### src/rtl/dap_pkg.sv
// Shared types and codes for the DWARF abbreviation section parser.
// No dependencies; imported by dap_leb_decode and dwarf_abbrev_compile_unit_parser.
`timescale 1ns / 1ps
`default_nettype none

package dap_pkg;

    // Parse position inside one abbreviation entry
    typedef enum logic [2:0] {
        PH_CODE  = 3'd0,
        PH_TAG   = 3'd1,
        PH_CHILD = 3'd2,
        PH_ATTR  = 3'd3,
        PH_FORM  = 3'd4
    } phase_t;

    // Result kind carried on the master tuser
    typedef enum logic [2:0] {
        ST_PAIR     = 3'd0,
        ST_LIST_END = 3'd1,
        ST_FINISHED = 3'd2,
        ST_TRUNC    = 3'd3,
        ST_OVERLONG = 3'd4,
        ST_BAD_TERM = 3'd5
    } status_t;

    // Per-byte LEB128 decode flags
    typedef struct packed {
        logic more;      // continuation bit set, value still open
        logic overlong;  // continuation set on the last allowed byte
    } leb_flags_t;

    localparam logic [31:0] MATCH_TAG_RESET = 32'd17;

endpackage : dap_pkg

`default_nettype wire

### src/rtl/dwarf_abbrev_compile_unit_parser.sv
// Top level of the DWARF abbreviation section parser.
// Depends on dap_pkg and dap_leb_decode.
`timescale 1ns / 1ps
`default_nettype none

// Usage:
//   Slave stream s_*: one section byte per transfer in s_tdata, s_tlast marks
//   the last byte of the section.
//   Master stream m_*: zero or one result per byte. m_tuser holds the status
//   (pair, list end, finished, truncated, overlong, bad terminator); m_tdata
//   holds abbreviation number, attribute and form, low 32 bits each.
//   cfg_we/cfg_wdata write the tag whose attribute lists are reported
//   (17, compile unit, after reset); write only while the block is idle.
// Timing:
//   A byte is decoded in the cycle it is accepted; its result appears on the
//   master side in the next cycle. One byte per cycle is sustained while no
//   result is held, set by the combinational LEB merge and phase update.
// Stalls:
//   s_tready stays high while the output register is empty or being drained.
//   A result held by the receiver stalls every byte, including bytes that
//   would give no result, until m_tready returns.
// Reset:
//   rst_n clears the parse state, drops any pending result and restores the
//   match tag. After a finish or an error every byte is consumed silently
//   until the next reset.
module dwarf_abbrev_compile_unit_parser
    import dap_pkg::*;
#(
    parameter int VALUE_BITS = 32
)
(
    input  wire logic        clk,
    input  wire logic        rst_n,

    input  wire logic        cfg_we,
    input  wire logic [31:0] cfg_wdata,   // match_tag

    input  wire logic        s_tvalid,
    output      logic        s_tready,
    input  wire logic [7:0]  s_tdata,     // [7:0] data_byte
    input  wire logic        s_tlast,     // section_end

    output      logic        m_tvalid,
    input  wire logic        m_tready,
    output      logic [95:0] m_tdata,     // [31:0] abbrev_code, [63:32] attr_name,
                                          // [95:64] attr_form
    output      logic [2:0]  m_tuser      // [2:0] status
);

    localparam int LEB_MAX_BYTES = (VALUE_BITS + 6) / 7;
    localparam int CNT_W         = $clog2(LEB_MAX_BYTES + 1);

    // Parse state
    phase_t                phase_reg, phase_next;
    logic [VALUE_BITS-1:0] accum_reg, accum_next;
    logic [CNT_W-1:0]      count_reg, count_next;
    logic [VALUE_BITS-1:0] code_reg, code_next;
    logic [VALUE_BITS-1:0] attr_reg, attr_next;
    logic                  match_reg, match_next;
    logic                  stopped_reg, stopped_next;
    logic [31:0]           tag_reg;

    // Output register
    logic                  out_valid_reg, out_valid_next;
    status_t               out_status_reg;
    logic [31:0]           out_code_reg, out_attr_reg, out_form_reg;

    // Result of the current byte
    logic                  res_valid;
    status_t               res_status;
    logic [31:0]           res_code, res_attr, res_form;

    logic                  s_accept;
    logic                  load;

    // LEB step outputs
    logic [VALUE_BITS-1:0] leb_value;
    logic [CNT_W-1:0]      leb_count_inc;
    leb_flags_t            leb_flags;

    logic [VALUE_BITS+31:0] code_ext, attr_ext, value_ext, tag_cmp_v, tag_cmp_t;
    logic                   tag_hit;

    dap_leb_decode
    #(
        .VALUE_BITS (VALUE_BITS),
        .CNT_W      (CNT_W)
    )
    u_leb
    (
        .data_byte  (s_tdata),
        .accum      (accum_reg),
        .count      (count_reg),
        .accum_next (leb_value),
        .count_inc  (leb_count_inc),
        .flags      (leb_flags)
    );

    assign s_accept = s_tvalid && s_tready;
    assign s_tready = !out_valid_reg || m_tready;

    // Widened copies for 32-bit outputs and tag compare
    always_comb
    begin
        code_ext  = {32'd0, code_reg};
        attr_ext  = {32'd0, attr_reg};
        value_ext = {32'd0, leb_value};
        tag_cmp_v = {32'd0, leb_value};
        tag_cmp_t = {{VALUE_BITS{1'b0}}, tag_reg};
        tag_hit   = (tag_cmp_v == tag_cmp_t);
    end

    // Byte decode: phase transitions and result selection
    always_comb
    begin
        phase_next   = phase_reg;
        accum_next   = accum_reg;
        count_next   = count_reg;
        code_next    = code_reg;
        attr_next    = attr_reg;
        match_next   = match_reg;
        stopped_next = stopped_reg;
        res_valid    = 1'b0;
        res_status   = ST_PAIR;
        res_code     = 32'd0;
        res_attr     = 32'd0;
        res_form     = 32'd0;

        if (s_accept && !stopped_reg)
        begin
            if (phase_reg == PH_CHILD)
            begin
                // has-children byte is skipped
                if (s_tlast)
                begin
                    stopped_next = 1'b1;
                    res_valid    = 1'b1;
                    res_status   = ST_TRUNC;
                end
                else
                begin
                    phase_next = PH_ATTR;
                end
            end
            else if (leb_flags.more)
            begin
                accum_next = leb_value;
                count_next = leb_count_inc;
                if (leb_flags.overlong)
                begin
                    stopped_next = 1'b1;
                    res_valid    = 1'b1;
                    res_status   = ST_OVERLONG;
                end
                else if (s_tlast)
                begin
                    stopped_next = 1'b1;
                    res_valid    = 1'b1;
                    res_status   = ST_TRUNC;
                end
            end
            else
            begin
                // value complete
                accum_next = '0;
                count_next = '0;
                if (phase_reg == PH_CODE && leb_value == '0)
                begin
                    stopped_next = 1'b1;
                    res_valid    = 1'b1;
                    res_status   = ST_FINISHED;
                end
                else if (s_tlast)
                begin
                    stopped_next = 1'b1;
                    res_valid    = 1'b1;
                    res_status   = ST_TRUNC;
                end
                else
                begin
                    unique case (phase_reg)
                        PH_CODE:
                        begin
                            code_next  = leb_value;
                            phase_next = PH_TAG;
                        end
                        PH_TAG:
                        begin
                            match_next = tag_hit;
                            phase_next = PH_CHILD;
                        end
                        PH_ATTR:
                        begin
                            attr_next  = leb_value;
                            phase_next = PH_FORM;
                        end
                        default:
                        begin
                            if ((attr_reg == '0) != (leb_value == '0))
                            begin
                                stopped_next = 1'b1;
                                res_valid    = 1'b1;
                                res_status   = ST_BAD_TERM;
                            end
                            else if (attr_reg == '0)
                            begin
                                phase_next = PH_CODE;
                                res_valid  = match_reg;
                                res_status = ST_LIST_END;
                                res_code   = code_ext[31:0];
                            end
                            else
                            begin
                                phase_next = PH_ATTR;
                                res_valid  = match_reg;
                                res_status = ST_PAIR;
                                res_code   = code_ext[31:0];
                                res_attr   = attr_ext[31:0];
                                res_form   = value_ext[31:0];
                            end
                        end
                    endcase
                end
            end
        end
    end

    assign load = res_valid;

    // Output valid tracking
    always_comb
    begin
        if (load)
            out_valid_next = 1'b1;
        else if (m_tready)
            out_valid_next = 1'b0;
        else
            out_valid_next = out_valid_reg;
    end

    // Control and parse state registers
    always_ff @(posedge clk or negedge rst_n)
    begin
        if (!rst_n)
        begin
            phase_reg     <= PH_CODE;
            accum_reg     <= '0;
            count_reg     <= '0;
            code_reg      <= '0;
            attr_reg      <= '0;
            match_reg     <= 1'b0;
            stopped_reg   <= 1'b0;
            tag_reg       <= MATCH_TAG_RESET;
            out_valid_reg <= 1'b0;
        end
        else
        begin
            phase_reg     <= phase_next;
            accum_reg     <= accum_next;
            count_reg     <= count_next;
            code_reg      <= code_next;
            attr_reg      <= attr_next;
            match_reg     <= match_next;
            stopped_reg   <= stopped_next;
            out_valid_reg <= out_valid_next;
            if (cfg_we)
                tag_reg <= cfg_wdata;
        end
    end

    // Result payload, loaded with each new result
    always_ff @(posedge clk)
    begin
        if (load)
        begin
            out_status_reg <= res_status;
            out_code_reg   <= res_code;
            out_attr_reg   <= res_attr;
            out_form_reg   <= res_form;
        end
    end

    assign m_tvalid = out_valid_reg;
    assign m_tuser  = out_status_reg;
    assign m_tdata  = {out_form_reg, out_attr_reg, out_code_reg};

`ifndef SYNTHESIS
    // Once stopped, the parser never resumes before reset
    a_stop_sticky: assert property (@(posedge clk) disable iff (!rst_n)
        stopped_reg |=> stopped_reg)
        else $error("parser left stopped state without reset");

    // While parsing, an open value never reaches the length limit
    a_count_bound: assert property (@(posedge clk) disable iff (!rst_n)
        stopped_reg || (count_reg < CNT_W'(LEB_MAX_BYTES)))
        else $error("LEB byte count reached limit while still parsing");

    // The skipped has-children byte follows a completed value
    a_child_clean: assert property (@(posedge clk) disable iff (!rst_n)
        (phase_reg == PH_CHILD) |-> (count_reg == '0 && accum_reg == '0))
        else $error("LEB accumulator not cleared before has-children byte");

    // Terminal results always stop the parser
    a_terminal_stops: assert property (@(posedge clk) disable iff (!rst_n)
        (load && res_status != ST_PAIR && res_status != ST_LIST_END) |=> stopped_reg)
        else $error("terminal result did not stop the parser");

    // Nothing is produced once stopped
    a_quiet_stopped: assert property (@(posedge clk) disable iff (!rst_n)
        stopped_reg |-> !load)
        else $error("result produced after parser stopped");
`endif

endmodule : dwarf_abbrev_compile_unit_parser

`default_nettype wire

### src/rtl/dap_leb_decode.sv
// One step of unsigned LEB128 decoding: merges a byte into the running value.
// Depends on dap_pkg (leb_flags_t).
`timescale 1ns / 1ps
`default_nettype none

module dap_leb_decode
    import dap_pkg::*;
#(
    parameter int VALUE_BITS = 32,
    parameter int CNT_W      = 3
)
(
    input  wire logic [7:0]            data_byte,
    input  wire logic [VALUE_BITS-1:0] accum,
    input  wire logic [CNT_W-1:0]      count,
    output      logic [VALUE_BITS-1:0] accum_next,
    output      logic [CNT_W-1:0]      count_inc,
    output      leb_flags_t            flags
);

    localparam int LEB_MAX_BYTES = (VALUE_BITS + 6) / 7;

    logic [VALUE_BITS+6:0] shifted;

    // Place the seven payload bits; bits beyond the value width fall off
    always_comb
    begin
        shifted    = {{VALUE_BITS{1'b0}}, data_byte[6:0]} << (7 * int'(count));
        accum_next = accum | shifted[VALUE_BITS-1:0];
        count_inc  = count + CNT_W'(1);
    end

    // Continuation and length check
    always_comb
    begin
        flags.more     = data_byte[7];
        flags.overlong = data_byte[7] && (count_inc >= CNT_W'(LEB_MAX_BYTES));
    end

endmodule : dap_leb_decode

`default_nettype wire
### config.mk
export PLATFORM = sky130hd
export DESIGN_NAME = dwarf_abbrev_compile_unit_parser
export DESIGN_NICKNAME = d
export VERILOG_FILES = /design/src/rtl/dap_pkg.sv /design/src/rtl/dwarf_abbrev_compile_unit_parser.sv /design/src/rtl/dap_leb_decode.sv
export SDC_FILE = /design/constraint.sdc
export NUM_CORES = 1
export LEC_CHECK = 0
export ABC_AREA = 1
export BUFFER_PORTS_ARGS = -buffer_cell sky130_fd_sc_hd__buf_2
export CORE_MARGIN = 2
export CORE_UTILIZATION = 45
export DETAILED_ROUTE_END_ITERATION = 10
export MAX_ROUTING_LAYER = met4
export PLACE_DENSITY_LB_ADDON = 0.12
export SYNTH_ARGS = -nofsm -noshare
export SYNTH_HDL_FRONTEND = slang
export SYNTH_SLANG_ARGS = --single-unit
### constraint.sdc
create_clock -name clk -period 11.3 [get_ports clk]
set_clock_uncertainty 0.15 [all_clocks]
set_input_delay 0.565 -clock clk [delete_from_list [all_inputs] [get_ports clk]]
set_output_delay 0.565 -clock clk [all_outputs]
set_load 0.005 [all_outputs]
* Yosys cells after proc, flatten, opt, wreduce, memory -nomap -nowiden
Index checks and enable logic that the tools add are counted.
** Cells by class
- $add $sub $neg :: 1
- $mul :: 1
- Order comparisons :: 1
- Eq/ne operators :: 9
- Shifts and indexed selects :: 1
- Multiplexer cells :: 38
- Bitwise gates (word level) :: 6
- Reductions and logical operators :: 21
** Operators with widths (count)
- 32-bit logical NOT :: 2
- 3-bit 2-to-1 mux :: 14
- 32-bit == test :: 1
- 32-bit 2-to-1 mux :: 1
- 32-bit bitwise OR :: 1
- 7-bit by 32-bit left shift with 32-bit output :: 1
- 1-bit 2-to-1 mux :: 20
- 6-bit AND reduction :: 3
- 10-bit OR reduction :: 1
- 3-bit one-hot mux with 3 select lines :: 1
- 9-bit OR reduction :: 1
- 3-bit by 2-bit == test with 1-bit output (second input constant) :: 2
- 3-bit by 3-bit multiplier with 6-bit output (first input constant) :: 1
- 5-bit by 1-bit != test with 1-bit output (second input constant) :: 1
- 5-bit by 3-bit != test with 1-bit output (second input constant) :: 1
- 1-bit NOT :: 5
- 5-bit AND reduction :: 1
- 5-bit nonzero test :: 1
- 1-bit logical AND :: 4
- 2-bit 2-to-1 mux :: 2
- 3-bit by 1-bit adder with 3-bit output (second input constant) :: 1
- 3-bit by 1-bit == test with 1-bit output (second input constant) :: 1
- 3-bit >= comparator (second input constant) :: 1
- 3-bit logical NOT :: 1
- other kinds (9) :: 10
** Word-level totals
- Register bits after elaboration :: 236
- Logic and storage cells :: 91

* Depth between registers and ports, before layout
- Word-level depth :: 13
- Mapped depth :: 17
- Gate-level depth less buffers :: 16

* Hierarchy
A second synthesis with hierarchy kept.
** Second synthesis, totals
- Cell total of the unflattened synthesis :: 1084
- Area total of the unflattened synthesis :: 10197.3 µm²
** Modules (own cells, without submodules)
- dwarf_abbrev_compile_unit_parser :: times used 1, cells an instance 997, area each 9676.8 µm², sequential area each 6403.6 µm²
- dap_leb_decode :: times used 1, cells an instance 87, area each 520.5 µm², sequential area each 0.0 µm²

* Worst setup path before layout
Ideal clock, no wire load.
- Path type :: register to register
- From :: register count_reg[0]
- To :: register out_status_reg[0], in the netlist m_tuser[0] (enable)
- Library setup time :: 0.453 ns
- Arrival :: 4.044 ns
- Data required time :: 10.697 ns
- Slack :: 6.653 ns
- Stages on the path, launching flop included :: 16
- Cell sequence :: dfrtp_1 buf_2 buf_4 a31oi_1 nand2_1 nor2_1 nand2_1 nor2_1 nand2_1 ha_1 nor3_1 nand2_1 nand3_1 nand2_1 nand2_1 inv_1
** On the way
- Cells in the longest elaborated chain, start to end :: 12
- Elaborated cells between the ends (all ways) :: 17
** RTL lines
- start: declaration :: line dwarf_abbrev_compile_unit_parser.sv:56 : logic [CNT_W-1:0] count_reg, count_next;
- start signal: assignment :: line dwarf_abbrev_compile_unit_parser.sv:260 : count_reg <= count_next;
- 3-bit by 3-bit multiplier with 6-bit output :: line dap_leb_decode.sv:28 : shifted = {{VALUE_BITS{1'b0}}, data_byte[6:0]} << (7 * int'(count));
- 7-bit by 32-bit left shift with 32-bit output :: line dap_leb_decode.sv:28
- 32-bit bitwise OR :: line dap_leb_decode.sv:29 : accum_next = accum | shifted[VALUE_BITS-1:0];
- 32-bit logical NOT :: line dwarf_abbrev_compile_unit_parser.sv:167, dwarf_abbrev_compile_unit_parser.sv:199
- 1-bit != test :: line dwarf_abbrev_compile_unit_parser.sv:199 : if ((attr_reg == '0) != (leb_value == '0))
- 1-bit 2-to-1 mux :: line dwarf_abbrev_compile_unit_parser.sv:199
- 1-bit 2-to-1 mux :: line dwarf_abbrev_compile_unit_parser.sv:181 : unique case (phase_reg)
- 1-bit 2-to-1 mux :: line dwarf_abbrev_compile_unit_parser.sv:173 : else if (s_tlast)
- 1-bit 2-to-1 mux :: line dwarf_abbrev_compile_unit_parser.sv:167 : if (phase_reg == PH_CODE && leb_value == '0)
- 1-bit 2-to-1 mux (*) :: line dwarf_abbrev_compile_unit_parser.sv:145 : else if (leb_flags.more)
- 1-bit 2-to-1 mux (*) :: line dwarf_abbrev_compile_unit_parser.sv:131 : if (phase_reg == PH_CHILD)
- 1-bit 2-to-1 mux (*) :: line dwarf_abbrev_compile_unit_parser.sv:129 : if (s_accept && !stopped_reg)
- net load :: line dwarf_abbrev_compile_unit_parser.sv:74 : logic load;
- end signal: assignment :: line dwarf_abbrev_compile_unit_parser.sv:276 : out_status_reg <= res_status;
- end: declaration :: line dwarf_abbrev_compile_unit_parser.sv:65 : status_t out_status_reg;
Mark *: on every way through the listed nets, which the timed path passes. The rest lies on a longest branch.
A chain may end at the register's enable or synchronous reset.

* Final worst setup path
- From :: register count_reg[2]
- To :: register out_form_reg[18] (enable)
** On the way
- Cells in the longest elaborated chain, start to end :: 12
- Elaborated cells between the ends (all ways) :: 17
** RTL lines
- 3-bit by 3-bit multiplier with 6-bit output :: line dap_leb_decode.sv:28
- 7-bit by 32-bit left shift with 32-bit output :: line dap_leb_decode.sv:28
- 32-bit bitwise OR :: line dap_leb_decode.sv:29
- 32-bit logical NOT :: line dwarf_abbrev_compile_unit_parser.sv:167, dwarf_abbrev_compile_unit_parser.sv:199
- 1-bit != test :: line dwarf_abbrev_compile_unit_parser.sv:199
- 1-bit 2-to-1 mux :: line dwarf_abbrev_compile_unit_parser.sv:199
- 1-bit 2-to-1 mux :: line dwarf_abbrev_compile_unit_parser.sv:181
- 1-bit 2-to-1 mux :: line dwarf_abbrev_compile_unit_parser.sv:173
- 1-bit 2-to-1 mux :: line dwarf_abbrev_compile_unit_parser.sv:167
- 1-bit 2-to-1 mux (*) :: line dwarf_abbrev_compile_unit_parser.sv:145
- 1-bit 2-to-1 mux (*) :: line dwarf_abbrev_compile_unit_parser.sv:131
- 1-bit 2-to-1 mux (*) :: line dwarf_abbrev_compile_unit_parser.sv:129
- net load :: line dwarf_abbrev_compile_unit_parser.sv:74
- end signal: assignment :: line dwarf_abbrev_compile_unit_parser.sv:279 : out_form_reg <= res_form;
- end: declaration :: line dwarf_abbrev_compile_unit_parser.sv:66 : logic [31:0] out_code_reg, out_attr_reg, out_form_reg;
Marks and branches as above.

==> results.cfg <==
[clocking]
cts_max_level = 1
clockBufferDepth = 3
cts.sinks = 236
cts_buffers = 25
cts_root_buf = clkbuf_16
postCtsSetupRepairBufs = 0
clk_pin_slew_ns = 0.06
clk_latency_ns = 0.54
tritoncts = built

[timing]
maxSlewViolCount = 0
setup_violations = 0
relSlewSlack = 0.377
rsz0062_at_grt = no
min_period_ns = 4.32
hold_viol = 0
fin_crit_sh = 0.382
setup_ws_ns = 6.98
tightest_slew_ns = 0.934
max_freq_mhz = 232
finalSetupTns_ns = 0

[logic_synthesis]
ys_top_cells_by_count = nand2_1, nor2_1, dfrtp_1
syn_inst = 957
syn_avg_cell_area_um2 = 10.3
yosys_warnings = 0
async_flop_share = 0.581
synth_most_common_cell = nand2_1
synthFlopType = dfrtp_1
synth-seq-cells = 236
synth_top_family_by_area = simple AND/OR/NAND/NOR gates
synth_fp_nets = 1006
synth_cell_types = 31
synth_area_leaders = dfrtp_1, edfxtp_1, nand2_1, nor2_1, inv_1
yosysSeqAreaShare = 0.650
synth_top_area_share = 0.343
synthXorXnorAreaFrac = 0.0231
synth.area.mux_share = 0.0206
synthAdderAreaFrac = 0.00381
yosys.area.top_type = dfrtp_1
synth_compound_area_frac = 0.0883
synthSimpleGateAreaFrac = 0.149
synth_area_um2 = 9850
synth_edf_count = 99

[grt]
overflow = 0
antenna_found_initial = 0
grt_pass1_wl_um = 37200
grt_start_max_net_pins = 81
track_usage = 0.208
grt_pass1_vias = 6637

[placement]
io_buffers = 146
dpl.hpwl_um = 15900
place_ws_ns = 6.99
gp_congestion = 0.904

[route]
dr.first_iter.drc_count = 482
drc_errors = 0
drt_pass1_iterations = 8
routedWlPerCell_um = 16.5
wl_um = 23100
vias_per_cell = 4.95
ant_nets = 0
vias = 6929

[floorplanning]
die_h_um = 152
rows = 54
pin_count = 147
die_w_um = 152
core-area_um2 = 21600
start_util = 0.455
dieArea_um2 = 23100

[outcome]
status = finished, final reports clean

[power]
clockPowerShare = 0.441
p_sw_uw = 396
ir_worst_vdd_mv = 0.108
combPwrFrac = 0.045
power.density_nw_per_um2 = 153
swShare = 0.224
sequentialPowerShare = 0.514
leakage_uw = 0.00494
internal-power_uw = 1370

[final_layout]
fillers = 2029
multi_input_area_um2 = 2810
fin_nets = 1150
antenna_cells = 0
ff_latch_area_um2 = 6400
areaGrowthSynthToFinish_pct = 17.7
drive_gt1_frac = 0.214

[setup_path]
criticalPathCategory = flip-flop to flip-flop
arrival_ns = 4.32
start_kind = flip-flop
r2r_slack_ns = 6.98
end_kind = flip-flop
cp.required_ns = 11.31
worst-path-max-fanout = 75

[hold_path]
min_path_type = input pin to flip-flop

[flow_run]
drv_cap = 0
cells in the final DEF, fill, tap and decap left out, drive strengths merged:
| cell type | count |
|---|---|
| buf | 153 |
| dlygate4sd3 | 1 |
| o21ai | 87 |
| nor4 | 3 |
| a31oi | 3 |
| mux2 | 18 |
| dfrtp | 135 |
| or2 | 3 |
| nor3 | 9 |
| nand3 | 14 |
| clkbuf | 33 |
| edfxtp | 99 |
| o31ai | 1 |
| and3 | 1 |
| dfstp | 2 |
| xor2 | 26 |
| clkinv | 8 |
| clkinvlp | 2 |
| nand4 | 15 |
| nor2 | 145 |
| a21oi | 59 |
| inv | 120 |
| bufinv | 1 |
| o21bai | 8 |
| ha | 3 |
| nand2 | 170 |
stage by stage:
step | std cells | util | cell area [um2] | total power (uW) | hold WS [ns]
2_1_floorplan | 957 | - | 9850 | 972 | 0.119
3_3_place_gp | 1353 | 0.500 | 10800 | 1010 | 0.317
3_5_place_dp | 1353 | 0.500 | 10800 | 1010 | 0.324
4_1_cts | 1399 | 0.536 | 11600 | 1790 | 0.0753
5_1_grt | 1399 | 0.536 | 11600 | 1840 | 0.0937
6_report | 1399 | 0.536 | 11600 | 1770 | 0.0903
critical path, stage by stage, from the launching register on:
cell and delay, ns:
dfrtp_1 0.53, nor2_1 0.09, buf_4 0.21, a21oi_2 0.46, nand2_1 0.10, nor2_1 0.11
nand2_1 0.07, nor2_1 0.21, nand2_1 0.16, ha_1 0.36, nor3_1 0.07, nand2_1 0.06
nand3_1 0.08, nand2_1 0.06, nand2_1 0.09, inv_4 0.27, buf_4 0.77
path summary, 6_finish.rpt:
path	from	to	depth (start not counted)
worst max-delay path	count_reg[2]$_DFFE_PN0P_	out_form_reg[18]$_SDFFCE_PP0P_	16
worst min-delay path	cfg_wdata[28]	tag_reg[28]$_DFFE_PN0P_	3
worst max register to register	count_reg[2]$_DFFE_PN0P_	out_form_reg[18]$_SDFFCE_PP0P_	16
worst min register to register	attr_reg[11]$_DFFE_PN0P_	attr_reg[11]$_DFFE_PN0P_	2
max in group asynchronous	rst_n	code_reg[29]$_DFFE_PN0P_	3
min in group asynchronous	rst_n	tag_reg[2]$_DFFE_PN0P_	2
per-layer routing:
layer  GRT usage  up-vias  wire length [um]  part of all wire
li1            -     3405                 -                 -
met3      0.0348       33              1510             0.065
met5           -        -                 0                 0
met2       0.304      237             10200              0.44
met4      0.0436        0               452             0.020
met1       0.308     3254             11000              0.47
layout make-up:
type / instances / area share
sequential: 236 / 0.553
multi-input combinational: 565 / 0.243
timing repair buffer: 154 / 0.0690
clock buffer: 33 / 0.0583
inverter: 119 / 0.0388
tap: 280 / 0.0302
clock inverter: 12 / 0.00842
power by group through the flow:
stage               Sequential [uW]  Clock (uW)  Combinational [uW]
detailed placement              926           0                80.5
floorplan                       922           0                49.1
global placement                926           0                79.6
global route                    911         834                91.2
CTS                             910         795                81.0
finish                          909         779                80.2
cell families (layout without fill, tap and decap cells):
| family | after synthesis | after routing |
|---|---|---|
| flops | 236 | 236 |
| buf+inv | 156 | 318 |
| fa+ha+maj | 3 | 3 |
| mux | 18 | 18 |
| compound gates | 158 | 158 |
| xor+xnor | 26 | 26 |
| simple gates | 360 | 360 |
timing repair:
item / in CTS / in global routing
endpoints found under the hold margin: 77 / 0
gates resized for setup: 0 / 0
hold buffers: 1 / 0
Power figures use the tool's default switching activity.
